$ cat config.mk
export PLATFORM = sky130hd
export DESIGN_NAME = positional_array_list_flat
export DESIGN_NICKNAME = d
export VERILOG_FILES = /design/src/hdl/pal_pkg.sv /design/src/hdl/pal_if.sv /design/src/hdl/pal_cell.sv /design/src/hdl/positional_array_list.sv /design/src/flat_wrapper.sv
export VERILOG_INCLUDE_DIRS = /design/src /design/src/hdl
export SDC_FILE = /design/constraint.sdc
export NUM_CORES = 2
export LEC_CHECK = 0
export BUFFER_PORTS_ARGS = -buffer_cell sky130_fd_sc_hd__buf_4
export CAP_MARGIN = 20
export CORE_MARGIN = 2
export CORE_UTILIZATION = 55
export CTS_BUF_LIST = sky130_fd_sc_hd__clkbuf_8
export DETAILED_ROUTE_END_ITERATION = 8
export MAX_ROUTING_LAYER = met4
export PLACE_DENSITY = 0.69
export SYNTH_ARGS = -nofsm -noshare
export SYNTH_HDL_FRONTEND = slang
export SYNTH_SLANG_ARGS = --single-unit
export TNS_END_PERCENT = 100
$ cat constraint.sdc
create_clock -name clk -period 16.7 [get_ports clk]
set_input_delay 1.67 -clock clk [delete_from_list [all_inputs] [get_ports clk]]
set_output_delay 1.67 -clock clk [all_outputs]
set_load 0.1 [all_outputs]
$ cat src/hdl/positional_array_list_macros.svh
// Assertion helpers included by positional_array_list.sv to check behavior.
`ifndef POSITIONAL_ARRAY_LIST_MACROS_SVH
`define POSITIONAL_ARRAY_LIST_MACROS_SVH

// Consequent must hold in the same cycle as the antecedent.
`define PAL_ASSERT_SAME(label, clk, rst, ante, cons) \
  label: assert property (@(posedge clk) disable iff (rst) (ante) |-> (cons)) \
    else $error("pal assertion failed (same cycle)");

// Consequent must hold in the cycle after the antecedent.
`define PAL_ASSERT_NEXT(label, clk, rst, ante, cons) \
  label: assert property (@(posedge clk) disable iff (rst) (ante) |=> (cons)) \
    else $error("pal assertion failed (next cycle)");

`endif

$ cat src/hdl/pal_pkg.sv
package pal_pkg;

  localparam int CAPACITY = 16;
  localparam int IDX_W    = $clog2(CAPACITY);
  localparam int LEN_W    = $clog2(CAPACITY + 1);
  // wide enough for the 5-bit position, the length and length + 1
  localparam int CMP_W    = ((LEN_W > 5) ? LEN_W : 5) + 1;
  localparam int DATA_W   = 32;

  typedef enum logic [1:0] {
    CMD_INSERT,
    CMD_DELETE,
    CMD_FIND,
    CMD_UPDATE
  } cmd_t;

  typedef enum logic [1:0] {
    ST_OK,
    ST_BAD_POS,
    ST_FULL,
    ST_NOT_FOUND
  } status_t;

  typedef enum logic [1:0] {
    OP_HOLD,
    OP_INSERT,
    OP_DELETE,
    OP_UPDATE
  } cell_op_t;

  // broadcast to every cell of the chain
  typedef struct packed {
    cell_op_t         op;
    logic [CMP_W-1:0] k;    // 0-based target slot for insert and delete
    logic [CMP_W-1:0] len;  // current list length
  } cell_ctl_t;

endpackage

$ cat src/hdl/pal_if.sv
interface pal_req_if;
  logic        valid;
  logic        ready;
  logic [1:0]  command;
  logic [4:0]  position;
  logic signed [31:0] value;
  logic signed [31:0] new_value;

  modport source (output valid, command, position, value, new_value, input ready);
  modport sink (input valid, command, position, value, new_value, output ready);
endinterface

interface pal_rsp_if;
  logic       valid;
  logic       ready;
  logic [1:0] status;
  logic [4:0] found_position;
  logic [4:0] list_count;

  modport source (output valid, status, found_position, list_count, input ready);
  modport sink (input valid, status, found_position, list_count, output ready);
endinterface

$ cat src/hdl/pal_cell.sv
module pal_cell (
  input  logic                                clk,
  input  logic [pal_pkg::IDX_W-1:0]           idx,
  input  pal_pkg::cell_ctl_t                  ctl,
  input  logic [pal_pkg::DATA_W-1:0]          value,
  input  logic [pal_pkg::DATA_W-1:0]          new_value,
  input  logic [pal_pkg::DATA_W-1:0]          left_data,
  input  logic [pal_pkg::DATA_W-1:0]          right_data,
  input  logic                                hit_in,
  input  logic [pal_pkg::CMP_W-1:0]           pos_in,
  output logic [pal_pkg::DATA_W-1:0]          data,
  output logic                                hit_out,
  output logic [pal_pkg::CMP_W-1:0]           pos_out,
  output logic                                first
);

  logic [pal_pkg::CMP_W-1:0] idx_w;
  logic                      active;
  logic                      hit_raw;
  logic [pal_pkg::DATA_W-1:0] data_next;

  assign idx_w   = pal_pkg::CMP_W'(idx);
  assign active  = idx_w < ctl.len;
  assign hit_raw = active && (data == value);
  assign first   = hit_raw && !hit_in;
  assign hit_out = hit_in || hit_raw;
  // only the first hit contributes its 1-based position
  assign pos_out = pos_in | (first ? (idx_w + 1'b1) : '0);

  always_comb begin
    data_next = data;
    unique case (ctl.op)
      pal_pkg::OP_INSERT: begin
        if (idx_w > ctl.k) begin
          data_next = left_data;
        end else if (idx_w == ctl.k) begin
          data_next = value;
        end
      end
      pal_pkg::OP_DELETE: begin
        if (idx_w >= ctl.k) begin
          data_next = right_data;
        end
      end
      pal_pkg::OP_UPDATE: begin
        if (first) begin
          data_next = new_value;
        end
      end
      default: data_next = data;
    endcase
  end

  always_ff @(posedge clk) begin
    data <= data_next;
  end

endmodule

$ cat src/hdl/positional_array_list.sv
// Channel | Dir | Payload                                  | Handshake
// req     | in  | command, position, value, new_value       | valid / ready
// rsp     | out | status, found_position, list_count       | valid / ready
//
// One request completes per cycle while rsp.ready stays high: the whole cell chain
// shifts or compares in the cycle the request is accepted, and the response is
// registered for the next cycle. Throughput is set by the single response register:
// req.ready is high while the response register is empty or being drained.
// Reset (rst, synchronous) empties the list, drops any pending response and holds
// req.ready low. A stalled response holds; list contents need no reset.
`include "positional_array_list_macros.svh"

module positional_array_list (
  input logic      clk,
  input logic      rst,
  pal_req_if.sink   req,
  pal_rsp_if.source rsp
);

  localparam int N = pal_pkg::CAPACITY;

  logic [pal_pkg::LEN_W-1:0]  len;
  logic [pal_pkg::LEN_W-1:0]  len_next;
  logic                       acc;
  logic [pal_pkg::CMP_W-1:0]  pos_w;
  logic [pal_pkg::CMP_W-1:0]  len_w;
  pal_pkg::cell_ctl_t         ctl;
  pal_pkg::status_t           status_next;
  logic [4:0]                 found_next;

  logic [pal_pkg::DATA_W-1:0] cell_data [N];
  logic [N:0]                 hit_chain;
  logic [pal_pkg::CMP_W-1:0]  pos_chain [N+1];
  logic [N-1:0]               first_vec;

  logic                       rsp_valid;
  pal_pkg::status_t           rsp_status;
  logic [4:0]                 rsp_found;
  logic [4:0]                 rsp_count;

  logic                       acc_ins;
  logic                       acc_search;
  logic                       rsp_ok;
  logic                       rsp_miss;

  assign req.ready = !rst && (!rsp_valid || rsp.ready);
  assign acc       = req.valid && req.ready;
  assign pos_w     = pal_pkg::CMP_W'(req.position);
  assign len_w     = pal_pkg::CMP_W'(len);

  always_comb begin
    ctl.op      = pal_pkg::OP_HOLD;
    ctl.k       = pos_w - 1'b1;
    ctl.len     = len_w;
    status_next = pal_pkg::ST_OK;
    found_next  = '0;
    len_next    = len;
    unique case (req.command)
      pal_pkg::CMD_INSERT: begin
        if ((pos_w == '0) || (pos_w > len_w + 1'b1)) begin
          status_next = pal_pkg::ST_BAD_POS;
        end else if (len_w == pal_pkg::CMP_W'(N)) begin
          status_next = pal_pkg::ST_FULL;
        end else begin
          ctl.op   = pal_pkg::OP_INSERT;
          len_next = len + 1'b1;
        end
      end
      pal_pkg::CMD_DELETE: begin
        if ((pos_w == '0) || (pos_w > len_w)) begin
          status_next = pal_pkg::ST_BAD_POS;
        end else begin
          ctl.op   = pal_pkg::OP_DELETE;
          len_next = len - 1'b1;
        end
      end
      default: begin
        found_next = pos_chain[N][4:0];
        if (!hit_chain[N]) begin
          status_next = pal_pkg::ST_NOT_FOUND;
        end else if (req.command == pal_pkg::CMD_UPDATE) begin
          ctl.op = pal_pkg::OP_UPDATE;
        end
      end
    endcase
    // nothing moves unless the request is taken
    if (!acc) begin
      ctl.op = pal_pkg::OP_HOLD;
    end
  end

  assign hit_chain[0] = 1'b0;
  assign pos_chain[0] = '0;

  for (genvar i = 0; i < N; i++) begin : g_cell
    logic [pal_pkg::DATA_W-1:0] left_d;
    logic [pal_pkg::DATA_W-1:0] right_d;

    if (i == 0) begin : g_first
      assign left_d = req.value;
    end else begin : g_mid_l
      assign left_d = cell_data[i-1];
    end
    if (i == N - 1) begin : g_last
      assign right_d = '0;
    end else begin : g_mid_r
      assign right_d = cell_data[i+1];
    end

    pal_cell u_cell (
      .clk        (clk),
      .idx        (pal_pkg::IDX_W'(i)),
      .ctl        (ctl),
      .value      (req.value),
      .new_value  (req.new_value),
      .left_data  (left_d),
      .right_data (right_d),
      .hit_in     (hit_chain[i]),
      .pos_in     (pos_chain[i]),
      .data       (cell_data[i]),
      .hit_out    (hit_chain[i+1]),
      .pos_out    (pos_chain[i+1]),
      .first      (first_vec[i])
    );
  end

  always_ff @(posedge clk) begin
    if (rst) begin
      len       <= '0;
      rsp_valid <= 1'b0;
    end else begin
      if (acc) begin
        len       <= len_next;
        rsp_valid <= 1'b1;
      end else if (rsp.ready) begin
        rsp_valid <= 1'b0;
      end
    end
  end

  always_ff @(posedge clk) begin
    if (acc) begin
      rsp_status <= status_next;
      rsp_found  <= found_next;
      rsp_count  <= 5'(len_next);
    end
  end

  assign rsp.valid          = rsp_valid;
  assign rsp.status         = rsp_status;
  assign rsp.found_position = rsp_found;
  assign rsp.list_count     = rsp_count;

  assign acc_ins    = acc && (req.command == pal_pkg::CMD_INSERT);
  assign acc_search = acc && ((req.command == pal_pkg::CMD_FIND)
                              || (req.command == pal_pkg::CMD_UPDATE));
  assign rsp_ok     = (rsp_status == pal_pkg::ST_OK);
  assign rsp_miss   = (rsp_status == pal_pkg::ST_NOT_FOUND);

  `PAL_ASSERT_SAME(a_first_unique, clk, rst, 1'b1, $onehot0(first_vec))
  `PAL_ASSERT_SAME(a_len_bound, clk, rst, 1'b1, len_w <= pal_pkg::CMP_W'(N))
  `PAL_ASSERT_NEXT(a_ins_len, clk, rst, acc_ins, rsp_ok == (len != $past(len)))
  `PAL_ASSERT_NEXT(a_search_pos, clk, rst, acc_search, rsp_miss == (rsp_found == '0))

endmodule

$ cat src/flat_wrapper.sv
// flat-port wrapper written by rule: the top's interface ports become plain ports
module positional_array_list_flat 
  (clk, rst, req_valid, req_command, req_position, req_value, req_new_value, req_ready, rsp_valid, rsp_status, rsp_found_position, rsp_list_count, rsp_ready);
  pal_req_if req_i ();
  pal_rsp_if rsp_i ();
  input logic clk;
  input logic rst;
  input wire logic [$bits(req_i.valid)-1:0] req_valid;
  input wire logic [$bits(req_i.command)-1:0] req_command;
  input wire logic [$bits(req_i.position)-1:0] req_position;
  input wire logic [$bits(req_i.value)-1:0] req_value;
  input wire logic [$bits(req_i.new_value)-1:0] req_new_value;
  output wire logic [$bits(req_i.ready)-1:0] req_ready;
  output wire logic [$bits(rsp_i.valid)-1:0] rsp_valid;
  output wire logic [$bits(rsp_i.status)-1:0] rsp_status;
  output wire logic [$bits(rsp_i.found_position)-1:0] rsp_found_position;
  output wire logic [$bits(rsp_i.list_count)-1:0] rsp_list_count;
  input wire logic [$bits(rsp_i.ready)-1:0] rsp_ready;
  assign req_i.valid = req_valid;
  assign req_i.command = req_command;
  assign req_i.position = req_position;
  assign req_i.value = req_value;
  assign req_i.new_value = req_new_value;
  assign req_ready = req_i.ready;
  assign rsp_valid = rsp_i.valid;
  assign rsp_status = rsp_i.status;
  assign rsp_found_position = rsp_i.found_position;
  assign rsp_list_count = rsp_i.list_count;
  assign rsp_i.ready = rsp_ready;
  positional_array_list u_core (.clk(clk), .rst(rst), .req(req_i), .rsp(rsp_i));
endmodule
======== After elaboration in Yosys (flattened, before gate mapping) ========
Index checks and enable logic that the tools add are counted.
cells by class
  equality and inequality tests ........... 85
  add/subtract/negate cells ............... 4
  shifts and indexed selects .............. 0
  multiply operators ...................... 0
  divide/modulo/power cells ............... 0
  reductions and logical operators ........ 90
  multiplexer cells ....................... 114
  bitwise logic cells ..................... 15
  order comparisons ....................... 50
operators with widths
  cell                  count
  $mux W32              64
  $pmux W32 S3          16
  $eq A32 B32 Y1        16
  $ne A2 B2 Y1 const B  32
  $reduce_and A4 Y1     16
  $eq A4 B6 Y1 const A  8
  $ge A4 B6 Y1 const A  8
  $gt A4 B6 Y1 const A  8
  $ne A3 B3 Y1 const B  16
  $lt A4 B5 Y1 const A  8
  $or A5 B4 Y5          8
  $logic_and A1 B1 Y1   33
  $mux W4               8
  $eq A3 B6 Y1 const A  4
  $ge A3 B6 Y1 const A  4
  $gt A3 B6 Y1 const A  4
  $lt A3 B5 Y1 const A  4
  $mux W2               10
  $mux W5               4
  $or A5 B3 Y5          4
  $logic_or A1 B1 Y1    18
  $logic_not A1 Y1      17
  $eq A2 B6 Y1 const A  2
  $ge A1 B6 Y1 const A  2
  other kinds (26)      44
word-level totals
  output and inout bits ................... 14
  memories ................................ 0
  register bits after elaboration ......... 530
  memory bits (writable) .................. 0
  word-level logic and storage cells ...... 379
  bits of input ports ..................... 75
  latch bits .............................. 0
  bits in read-only memories .............. 0

======== Depth between registers and ports, before layout ========
  word-level depth ........................ 23
  mapped depth ............................ 19
  depth with buffers taken out ............ 17

======== By module ========
From an unflattened synthesis, not the netlist that was laid out.
second synthesis, totals
  cells, all modules ...................... 3903
  area, all modules ....................... 45361.0 um^2
modules (own cells, without submodules)
  module                 area each (um^2)  sequential area each (um^2)  cells each  instances
  pal_cell               2741.4            960.9                        234         16
  positional_array_list  1498.9            480.5                        159         1

======== Worst setup path after synthesis ========
Ideal clock, no wire load.
  path kind ............................... input port to flip-flop
  start ................................... in req_value[15]
  end ..................................... reg u_core.g_cell[0].u_cell.data[0] (netlist bit) (enable)
  data arrival time ....................... 6982 ps
  setup time .............................. 470 ps
  stages on the path ...................... 17
  data required time ...................... 16230 ps
  buffers on the path ..................... 5
  slack ................................... 9248 ps
  cell sequence ........................... buf_4 buf_8 buf_2 xnor2_1 nand4_1 nor4_1 nand4_1 nor4_1 inv_1 a31oi_1 o21ai_0 ha_1 clkbuf_1 clkbuf_1 nor2_1 o22ai_1 a211oi_1
on the way
  word-level cells in the longest chain between the ends .. 23
  elaborated cells on any way between the ends .. 58
  classes of those cells .................. 22 x eq/ne; 3 x mux; 33 x reduce/logical
ends and longest elaborated chain
  element                                                      RTL line                     text
  start, declared                                              flat_wrapper.sv:11           input wire logic [$bits(req_i.value)-1:0] req_value;
  $eq A32 B32 Y1                                               pal_cell.sv:24               assign hit_raw = active && (data == value);
  $logic_and A1 B1 Y1                                          pal_cell.sv:24
  $logic_or A1 B1 Y1 (15 in a row)                             pal_cell.sv:26               assign hit_out = hit_in || hit_raw;
  $mux W2                                                      positional_array_list.sv:79  if (!hit_chain[N]) begin
  $pmux W2 S2                                                  positional_array_list.sv:58  unique case (req.command)
  $mux W2                                                      positional_array_list.sv:87  if (!acc) begin
  $eq A2 B1 Y1 / $eq A2 B2 Y1 (equally long branches)          pal_cell.sv:32               unique case (ctl.op)
  $ne A3 B3 Y1 (no source line), or another cell as far along  --
  $reduce_and A4 Y1 (no source line) *                         --
  end signal, assigned                                         pal_cell.sv:55               data <= data_next;
  end, declared                                                pal_cell.sv:11               output logic [pal_pkg::DATA_W-1:0] data,
Every way passes the cells marked *; elsewhere a longest branch is shown, timed or not.
A chain may end at the register's enable or synchronous reset.

======== Final worst setup path ========
  start ................................... in req_value[6]
  end ..................................... reg u_core.g_cell[4].u_cell.data[4] (netlist bit), data pin
on the way
  word-level cells in the longest chain between the ends .. 22
  elaborated cells on any way between the ends .. 54
  classes of those cells .................. 19 x eq/ne; 4 x mux; 31 x reduce/logical
ends and longest elaborated chain
  element                                               RTL line                     text
  $eq A32 B32 Y1                                        pal_cell.sv:24
  $logic_and A1 B1 Y1                                   pal_cell.sv:24
  $logic_or A1 B1 Y1 (14 in a row)                      pal_cell.sv:26
  $logic_or A1 B1 Y1 *                                  pal_cell.sv:26
  $mux W2 *                                             positional_array_list.sv:79
  $pmux W2 S2 *                                         positional_array_list.sv:58
  $mux W2 *                                             positional_array_list.sv:87
  $eq A2 B2 Y1 / $eq A2 B1 Y1 (equally long branches)   pal_cell.sv:32
  $pmux W32 S3 *                                        pal_cell.sv:32
  named net u_core.g_cell[4].u_cell.data_next, one bit  pal_cell.sv:20               logic [pal_pkg::DATA_W-1:0] data_next;
  end signal, assigned                                  pal_cell.sv:55
  end, declared                                         pal_cell.sv:11
Mark *: on every way through the listed nets, which the timed path passes. The rest lies on a longest branch.

==> qor.txt <==
largest net degree at the start of global routing -> 280
Maximum Capacitance Violations -> 0
die boundary height -> 257 um
main flop type after synthesis -> sky130_fd_sc_hd__edfxtp_1
count of hold buffers inserted by post-cts repair -> 0
headroom to the max-slew limit -> 5.64%
count of boundary I/O pins -> 89
layout net count -> 3,328
Worst path max stage delay -> 990 ps
actual transition at the worst max-transition pin -> 1420 ps
synthesized area -> 0.0353 sq mm
Worst EP arrival -> 8500 ps
starting DRC count in detailed routing -> 5,574
cell mode on critical path -> sky130_fd_sc_hd__nand4_1
core occupancy in the finished layout -> 59.5%
GR Util All Layers -> 43.0%
total number of yosys warnings -> 0
post-route setup TNS -> 0 ps
first-pass GRT wire length -> 199 mm
unrepaired setup endpoints after global routing -> false
number of global-route vias before repair -> 27,590
RePlAce Congestion -> 1.02
share of flip-flops with an asynchronous set or reset after synthesis -> 0%
post-synthesis cell count -> 3,349
shortest clock period the worst path allows after layout -> 8090 ps
row count -> 92
initial antenna violation count -> 3
Internal Pwr Total -> 2260 uW
worst voltage drop across the vdd grid -> 0.0533 mV
count of final max-slew check failures -> 0
CP Cell Sequence -> buf_4 > xnor2_1 > nand4_1 > a2111oi_0 > nand3_1 > nand4_1 > nor3b_2 > nand4_1 > o2111a_1 > ha_4 > or2_4 > buf_12 > buf_4 > o21ai_0
width of the chip -> 257 um
number of sinks on the clock net -> 530
Final period util -> 48.4%
P per Cell Area -> 85.7 mW/mm^2
clock-pin slew reported for the worst setup and hold paths after clock tree synthesis -> 60 ps
post-placement cell count -> 3,973
remaining number of nets flagged by the antenna check after routing -> 0
part of the total power dissipated in combinational logic -> 16.6%
overall routed net length -> 144 mm
overall power -> 3220 uW
non-filler cells, final -> 4,147
Net Sw Frac -> 30.0%
Placeable Area -> 0.0632 sq mm
Seq/Total Area, Yosys -> 44.9%
EDFF count, synth -> 524
critical path class -> in -> reg
largest driver fanout on the critical path -> 279
area added between synthesis and finish -> 6.61%
residual DRC count -> 0
required time at the endpoint of the critical path -> 17,110 ps
Seq cells post-synth -> 530
grt total ovfl -> 0
number of search-and-repair iterations in the first detailed-routing pass -> 8
Final setup viols -> 0
proportion of layout cells with a drive suffix above 1 -> 9.37%
clock tree from TritonCTS -> built
Port Buf Inserts -> 88
Detail Placement HPWL -> 93.4 mm
average wire per standard cell -> 34.8 um
Reg power frac -> 49.1%
net switching power -> 968 uW
post-CTS setup repair buffer count -> 0
crit path launch type -> input port
leakage power of the design -> 0.0127 uW
number of buffers on the longest clock path -> 3
kind of capture point of the worst setup path -> flop
CTS resizes -> 0
classification of the worst-slack hold path -> reg -> reg
effective utilization at floorplan -> 55.8%
Worst-Skew Late Latency -> 730 ps
die area -> 0.0662 sq mm
number of distinct library cells after synthesis -> 72
Max Clk Rate -> 0.124 GHz
Post-Syn Area per Cell -> 10.5 sq um
number of endpoints with negative hold slack in the final report -> 0
result of the run -> finished clean
worst setup skew after layout -> 38.3 ps
cell at the slowest stage of the critical path -> sky130_fd_sc_hd__buf_4
Num CTS Buffers -> 96
clock network fraction of total power -> 34.4%
vias per cell -> 7.16
synthesized netlist net count -> 3,445
overall via count from detail_route -> 29,704
buffer cell driving the clock tree root -> sky130_fd_sc_hd__clkbuf_8
number of H-tree levels -> 3
==> synthesized netlist by cell type (all sizes together), types with 6 or more instances <==
cell | number | share of area, %
a21oi | 478 | 6.8
a221o | 30 | 0.85
a22oi | 7 | 0.15
and2 | 35 | 0.62
buf | 151 | 3.2
clkbuf | 221 | 2.4
dfxtp | 6 | 0.34
edfxtp | 524 | 45
ha | 21 | 0.74
inv | 15 | 0.16
mux2i | 476 | 14
nand2 | 30 | 0.32
nand3 | 30 | 0.49
nand4 | 99 | 1.8
nor2 | 37 | 0.39
nor2b | 6 | 0.11
nor3 | 30 | 0.49
nor4 | 54 | 0.99
o21a | 6 | 0.13
o21ai | 463 | 6.6
o21bai | 34 | 0.72
xnor2 | 355 | 8.8
xor2 | 163 | 4.0
==> metal layers <==
metal | wire [um] | part of all wire [%] | track usage (%) | vias up
li1 | - | - | - | 12153
met1 | 54300 | 38 | 57.5 | 14437
met2 | 57600 | 40 | 56.0 | 2702
met3 | 23700 | 16 | 16.4 | 412
met4 | 8490 | 5.9 | 22.1 | 0
met5 | 0 | 0 | - | -
==> state kept, by name, summed over array words and instances, names as in the netlist <==
signal,flops
u_core.rsp.status,2
u_core.rsp.valid,1
u_core.rsp.list_count,5
u_core.len,5
u_core.g_cell.u_cell.data,512
u_core.rsp.found_position,5
==> cell families (layout without fill, tap and decap cells) <==
kind of cell             count (synthesis)  count (layout)  share of synthesized area, %
adder cells (fa/ha/maj)                 21              21                         0.745
AO/OA/AOI/OAI                         1062            1062                          16.3
buffers and inverters                  387             336                          5.75
other                                    0               3                             0
flip-flops                             530             530                          44.9
multiplexers                           478             478                          13.6
AND/OR/NAND/NOR                        353             353                          5.89
XOR/XNOR                               518             518                          12.9
==> final timing paths <==
check | depth (start not counted) | from | slack [ps] | to
min reg2reg | 2 | u_core.g_cell[15].u_cell.data[16] | 610 | u_core.g_cell[14].u_cell.data[16]
max reg2reg | 13 | u_core.len[2] | 9340 | u_core.g_cell[4].u_cell.data[4]
min | 2 | u_core.g_cell[15].u_cell.data[16] | 610 | u_core.g_cell[14].u_cell.data[16]
max | 14 | req_value[6] | 8610 | u_core.g_cell[4].u_cell.data[4]
==> layout make-up <==
type | count | area (sq um)
inverter | 15 | 56.3
tap | 846 | 1060
clock inverter | 67 | 270
clock buffer | 97 | 1340
sequential | 530 | 15900
multi-input combinational | 2432 | 17700
timing repair buffer | 157 | 1360
fill | 5285 | 25600
antenna | 3 | 7.51
==> power by group through the flow <==
| stage | sequential [uW] | combinational (uW) | clock (uW) |
|---|---|---|---|
| 2_1_floorplan | 1590 | 368 | 0 |
| 3_3_place_gp | 1600 | 502 | 0 |
| 3_5_place_dp | 1600 | 514 | 0 |
| 4_1_cts | 1580 | 515 | 1100 |
| 5_1_grt | 1580 | 554 | 1160 |
| 6_report | 1580 | 534 | 1110 |
==> critical path, delay by kind of cell <==
family	cells	cell delay, ps
compound gates	3	1290
xor+xnor	1	310
fa+ha+maj	1	430
buf+inv	3	2270
simple gates	6	2000
==> layout by cell type, fill, tap and decap left out, types with 29 or more instances in the layout <==
master / netlist / final
sky130_fd_sc_hd__nor2_1: 37 / 34
sky130_fd_sc_hd__inv_1: 15 / 58
sky130_fd_sc_hd__clkbuf_8: 0 / 97
sky130_fd_sc_hd__nor4_1: 52 / 52
sky130_fd_sc_hd__buf_4: 52 / 145
sky130_fd_sc_hd__nand4_1: 98 / 98
sky130_fd_sc_hd__mux2i_1: 476 / 476
sky130_fd_sc_hd__xor2_1: 163 / 163
sky130_fd_sc_hd__xnor2_1: 355 / 355
sky130_fd_sc_hd__nand2_1: 30 / 29
sky130_fd_sc_hd__o21ai_0: 456 / 455
sky130_fd_sc_hd__a221o_1: 30 / 30
sky130_fd_sc_hd__and2_1: 35 / 34
sky130_fd_sc_hd__edfxtp_1: 524 / 524
sky130_fd_sc_hd__o21bai_1: 34 / 34
sky130_fd_sc_hd__a21oi_1: 478 / 470
==> per-stage QoR <==
step	hold WS [ps]	cell area (sq um)	setup slack (ps)
6_report	609	37600	8610
5_1_grt	641	37600	8520
4_1_cts	608	37500	9020
3_5_place_dp	593	35900	8280
3_3_place_gp	576	35800	8360
2_1_floorplan	537	35300	9250
Power figures use the tool's default switching activity.
